File: src/hdl/sinp_pkg.sv
package sinp_pkg;

  // Field and stream widths.
  localparam int ANGLE_W = 18;
  localparam int OUT_W   = 18;
  localparam int TDATA_W = 24;

  // Intermediate widths, sized for |angle| up to 2^17 in Q.15.
  localparam int MAG_W  = 18;   // |angle|, up to 131072
  localparam int S_W    = 20;   // x^2, up to 2^19
  localparam int T_W    = 24;   // x^4, up to 2^23
  localparam int P3_W   = 22;   // x^3, up to 2^21
  localparam int P5_W   = 26;   // x^5, up to 2^25
  localparam int C1M_W  = 35;
  localparam int C3P_W  = 36;
  localparam int C5P_W  = 35;
  localparam int DS_W   = 32;
  localparam int DT_W   = 30;
  localparam int NUM_W  = 38;   // signed numerator
  localparam int DEN_W  = 34;   // denominator, below 2^34
  localparam int FRAC_SHIFT = 15;

  // Quotient: |num| * 2^16 / den stays below 2^20.
  localparam int FRAC_OUT = 16;
  localparam int QUO_W    = 20;

  // Polynomial coefficients.
  localparam int NUM_C1 = 166320;
  localparam int NUM_C3 = 22260;
  localparam int NUM_C5 = 551;
  localparam int DEN_C0 = 166320;
  localparam int DEN_C2 = 5460;
  localparam int DEN_C4 = 75;

  // Pipeline shape.
  localparam int POLY_STAGES    = 6;
  localparam int BITS_PER_STAGE = 2;
  localparam int DIV_STAGES     = QUO_W / BITS_PER_STAGE;

  typedef struct packed {
    logic signed [NUM_W-1:0] num;
    logic [DEN_W-1:0]        den;
    logic                    neg;
  } poly_out_t;

  typedef struct packed {
    logic [QUO_W-1:0] quo;
    logic             neg;
  } div_out_t;

endpackage

File: src/hdl/sinp_div.sv
module sinp_div (
  input  logic                clk_i,
  input  logic                rst_ni,
  input  logic                in_valid_i,
  output logic                in_ready_o,
  input  sinp_pkg::poly_out_t in_i,
  output logic                out_valid_o,
  input  logic                out_ready_i,
  output sinp_pkg::div_out_t  out_o
);
  import sinp_pkg::*;

  typedef struct packed {
    logic [DEN_W-1:0] rem;
    logic [QUO_W-1:0] low;
    logic [QUO_W-1:0] quo;
    logic [DEN_W-1:0] den;
    logic             neg;
  } div_stage_t;

  localparam int NSTG = DIV_STAGES + 1;

  div_stage_t       stg_d [NSTG];
  div_stage_t       stg_q [NSTG];
  logic [NSTG-1:0]  vld_q;
  logic [NSTG-1:0]  adv;
  logic [NUM_W-1:0] mag;

  always_comb begin
    adv[NSTG-1] = !vld_q[NSTG-1] || out_ready_i;
    for (int k = NSTG - 2; k >= 0; k--) begin
      adv[k] = !vld_q[k] || adv[k+1];
    end
  end

  assign in_ready_o  = adv[0];
  assign out_valid_o = vld_q[NSTG-1];

  assign mag = in_i.num[NUM_W-1] ? NUM_W'(-in_i.num) : NUM_W'(in_i.num);

  // Entry stage takes magnitudes and sign. The top bits of |num| * 2^16 are already
  // below den because the quotient fits in QUO_W bits. The later stages run a
  // restoring division, BITS_PER_STAGE quotient bits per stage.
  always_comb begin
    div_stage_t       cur;
    logic [DEN_W:0]   trial;
    stg_d[0].rem = DEN_W'(mag >> (QUO_W - FRAC_OUT));
    stg_d[0].low = QUO_W'(mag << FRAC_OUT);
    stg_d[0].quo = '0;
    stg_d[0].den = in_i.den;
    stg_d[0].neg = in_i.neg ^ in_i.num[NUM_W-1];
    for (int k = 1; k < NSTG; k++) begin
      cur = stg_q[k-1];
      for (int b = 0; b < BITS_PER_STAGE; b++) begin
        trial = {cur.rem, cur.low[QUO_W-1]};
        cur.low = cur.low << 1;
        if (trial >= {1'b0, cur.den}) begin
          cur.rem = DEN_W'(trial - {1'b0, cur.den});
          cur.quo = {cur.quo[QUO_W-2:0], 1'b1};
        end else begin
          cur.rem = DEN_W'(trial);
          cur.quo = {cur.quo[QUO_W-2:0], 1'b0};
        end
      end
      stg_d[k] = cur;
    end
  end

  always_ff @(posedge clk_i or negedge rst_ni) begin
    if (!rst_ni) begin
      vld_q <= '0;
    end else begin
      if (adv[0]) begin
        vld_q[0] <= in_valid_i;
      end
      for (int k = 1; k < NSTG; k++) begin
        if (adv[k]) begin
          vld_q[k] <= vld_q[k-1];
        end
      end
    end
  end

  always_ff @(posedge clk_i) begin
    if (adv[0] && in_valid_i) begin
      stg_q[0] <= stg_d[0];
    end
    for (int k = 1; k < NSTG; k++) begin
      if (adv[k] && vld_q[k-1]) begin
        stg_q[k] <= stg_d[k];
      end
    end
  end

  assign out_o.quo = stg_q[NSTG-1].quo;
  assign out_o.neg = stg_q[NSTG-1].neg;

endmodule

File: config.mk
export PLATFORM = sky130hd
export DESIGN_NAME = sinp_div
export DESIGN_NICKNAME = d
export VERILOG_FILES = /design/src/hdl/sinp_pkg.sv /design/src/hdl/sinp_div.sv
export SDC_FILE = /design/constraint.sdc
export NUM_CORES = 2
export LEC_CHECK = 0
export ABC_AREA = 1
export BUFFER_PORTS_ARGS = -buffer_cell sky130_fd_sc_hd__buf_2
export CORE_MARGIN = 2
export CORE_UTILIZATION = 40
export CTS_BUF_LIST = sky130_fd_sc_hd__clkbuf_4
export CTS_CLUSTER_DIAMETER = 50
export DETAILED_ROUTE_END_ITERATION = 6
export HOLD_SLACK_MARGIN = 0.08
export SETUP_SLACK_MARGIN = 0.02
export SLEW_MARGIN = 20
export SYNTH_ARGS = -nofsm -noshare
export SYNTH_HDL_FRONTEND = slang
export SYNTH_SLANG_ARGS = --single-unit
File: constraint.sdc
create_clock -name clk_i -period 5.7 [get_ports clk_i]
set_clock_uncertainty 0.05 [all_clocks]
set_input_delay 0.855 -clock clk_i [delete_from_list [all_inputs] [get_ports clk_i]]
set_output_delay 0.855 -clock clk_i [all_outputs]
set_load 0.005 [all_outputs]
==> summary.txt <==
Synthesis
  • Total standard cell area after synthesis: ~76000 um2
  • Flip-flop cell with the highest count after synthesis: edfxtp_1
  • Area share of the largest cell type after synthesis: 31.9%
  • Avg Synthesized Cell Area: 7.01 um2
  • Cell with the most instances after synthesis: nand2_1
  • Post-Synthesis Cells: 10800
  • Number of register bits inferred by synthesis: between 800 and 900
  • Number of nets in the synthesized netlist: roughly 12000
  • Post-synth EDFFs: 807
  • Dominant cell type by area after synthesis: edfxtp_1
  • Register area share after synthesis: approximately a third
  • Synth warn: 0
  • Area contributors post-synth: edfxtp_1, nand2_1, ha_1, inv_1, nor2_1
  • Share of async-settable or async-resettable flops after synthesis: 1.34%
  • Yosys cell types: 58
  • Most instantiated cells after synthesis: nand2_1, inv_1, nor2_1, edfxtp_1, nand3_1

Global routing
  • Via count of the first global-routing pass: around 73000
  • Global-route congestion overflow total: 0
  • Wire length of the first global-routing pass: ~470000 um
  • Gr usage total: 32.2%
  • Pin count of the biggest net entering global routing: 73
  • Number of antenna violations at the first check in global routing: 15

Detailed routing
  • Via count: about 77000
  • Number of design rule violations left after detail routing: 0
  • Count of antenna-violating nets left after detailed routing: 0
  • Iteration count of the initial detailed-routing pass: 7
  • Final WL: between 300000 and 400000 um
  • DRC marker count from the first detailed-route iteration: 7301
  • Vias per cell: 5.39
  • Wire per inst: about 22 um

STA
  • RSZ-0062 raised after global routing: no
  • Fmax: ~0.18 GHz
  • Slew at the pin closest to its max-slew limit: approximately 1.1 ns
  • Setup Viol. Count Final: 0
  • Final-layout setup total negative slack: 0 ns
  • Minimum period implied by the final worst setup slack: approximately 5.5 ns
  • Number of max-slew violations in the final report: 0
  • Number of hold-slack violations in the final timing report: 0
  • Max-slew headroom at the worst pin: between 20 and 30%
  • Part of the cycle the worst path needs: between 90 and 100%

Setup path
  • R2R depth: 29
  • Data arrival time of the worst path: roughly 6.5 ns
  • Category of the critical setup timing path: reg -> reg
  • Worst EP required: 6.71 ns
  • Cell with the biggest individual delay on the critical path: o21ai_0
  • Most frequent cell on the critical path: nand2_1
  • Worst R2R Setup Slack: 0.24 ns
  • Critical Path Max Stage Delay: slightly below 0.7 ns
  • Beginning of the worst register-to-register path: stg_q[7][2]
  • RR Endpoint: stg_q[8][77]
  • Critical path fanouts, max: 25
  • Worst setup SP type: register
  • Nature of the critical path endpoint: register

Floorplanning
  • Initial cell density of the core: between 40% and 50%
  • Area inside the core boundary: about 190000 um2
  • Site Rows: 160
  • DIE AREA: approximately 190000 um2
  • Die span in y: about 440 um
  • Chip Width: 440 um
  • Top-level port count: 100

Clocking
  • Clock transition time at the flip-flop clock pins of the worst setup and hold paths: 0.07 ns
  • CTS Sinks: 818
  • Clk Latency, worst-skew pair: about 1.3 ns
  • Worst-case clock buffer depth: 3
  • Clock H-tree levels: 4
  • TritonCTS Buffers: 237
  • TritonCTS clock tree: built
  • Clock root cell: clkbuf_4

Flow run
  • Max-cap violation count: 0

Min path
  • Hold endpoint: stg_q[0][9]
  • Worst hold path type: in -> reg
  • Hold path cells: 2
  • Startpoint of the worst hold path: in_i[9]

Place
  • Placed wire-length estimate: around 270000 um
  • Placer's final routability congestion estimate: 0.984
  • Port buffer count: 99

Final layout
  • Final nets: 12300
  • Area growth, synth to finish: 13.4%
  • Filler cell count: between 15000 and 20000
  • Layout cells sized above 1: under 10%

Outcome
  • Outcome: complete, no violations
[cells in the final DEF (no fill, tap or decap), types with 69 or more instances in the layout]
master and count:
or2_2 73, a21o_1 99, buf_2 99, nand3_1 730, nand4_1 123, a21oi_1 716, o21ai_0 423, inv_1 1317
clkbuf_4 310, nand3b_1 69, nor3_1 112, ha_1 672, xor2_1 252, nor2_1 1003, nand2_1 3605, xnor2_1 185
dlygate4sd3_1 127, buf_4 311, o21ai_1 112, edfxtp_1 807
[cell type report]
cell class	instances	area, um2	area share, %
repair buffers	571	4780	5.55
diodes	16	40.0	0.0465
multi-input cells	8543	45500	52.8
flip-flops and latches	818	24500	28.4
clock inverters	115	753	0.874
inverters	1352	5100	5.91
clock buffers	310	2330	2.70
well taps	2511	3140	3.65
[flip-flops by register name, indices dropped and copies added, names as in the netlist]
| register | cells |
|---|---|
| stg_q | 807 |
| vld_q | 11 |
[worst max-delay path, delay by kind of cell (launching register included)]
kind,cells,cell delay [ns]
fa+ha+maj,2,0.85
buf+inv,5,0.77
simple gates,20,2.30
compound gates,2,0.74
flops,1,0.47
[routing by layer]
layer,part of all wire [%],vias to the layer above,track usage [%]
met5,0.014,-,0
met3,6.6,556,4.91
li1,-,37400,-
met4,4.6,6,13.4
met2,44,2860,50.9
met1,45,35900,43.8
[how the worst max path moves through the flow]
stage | start | to | slack [ns] | depth (start not counted)
after detailed placement | stg_q[4][25] | stg_q[5][103] | 0.18 | 30
after global placement | stg_q[0][27] | stg_q[1][99] | 0.18 | 30
final | stg_q[7][2] | stg_q[8][77] | 0.24 | 29
after floorplan | out_ready_i | stg_q[2][0] | 0.14 | 10
after global routing | stg_q[8][23] | stg_q[9][100] | 0.05 | 28
after CTS | stg_q[4][25] | stg_q[5][91] | 0.11 | 30
[kinds of logic (layout without fill, tap and decap cells)]
group	after synthesis	count (layout)	synth area share (%)
xor+xnor	437	437	5.03
compound gates	1551	1551	11.2
buf+inv	1484	2348	7.95
fa+ha+maj	685	685	11.4
flops	818	818	32.2
simple gates	5870	5870	32.2
other cells	0	16	0
[through the flow]
step | std cells | cell area (um2) | utilization (%) | setup slack (ns) | hold WS (ns)
3_3_place_gp | 13700 | 81700 | 43.1 | 0.176 | 0.351
3_5_place_dp | 13700 | 81700 | 43.1 | 0.180 | 0.355
2_1_floorplan | 10800 | 76000 | - | 0.136 | 0.350
5_1_grt | 14200 | 86200 | 45.5 | 0.0479 | 0.0954
4_1_cts | 14200 | 86100 | 45.4 | 0.112 | 0.0807
6_report | 14200 | 86200 | 45.5 | 0.245 | 0.211
[what timing repair did]
action / in CTS / in global routing
endpoints found under the setup margin: 0 / 99
buffers inserted: 0 / 7
hold buffers: 127 / 0
gates resized for setup: 0 / 11
endpoints found under the hold margin: 89 / 0
Power is not shown: default switching activity piles up to over one toggle a cycle in this logic, so the estimate is an artifact.
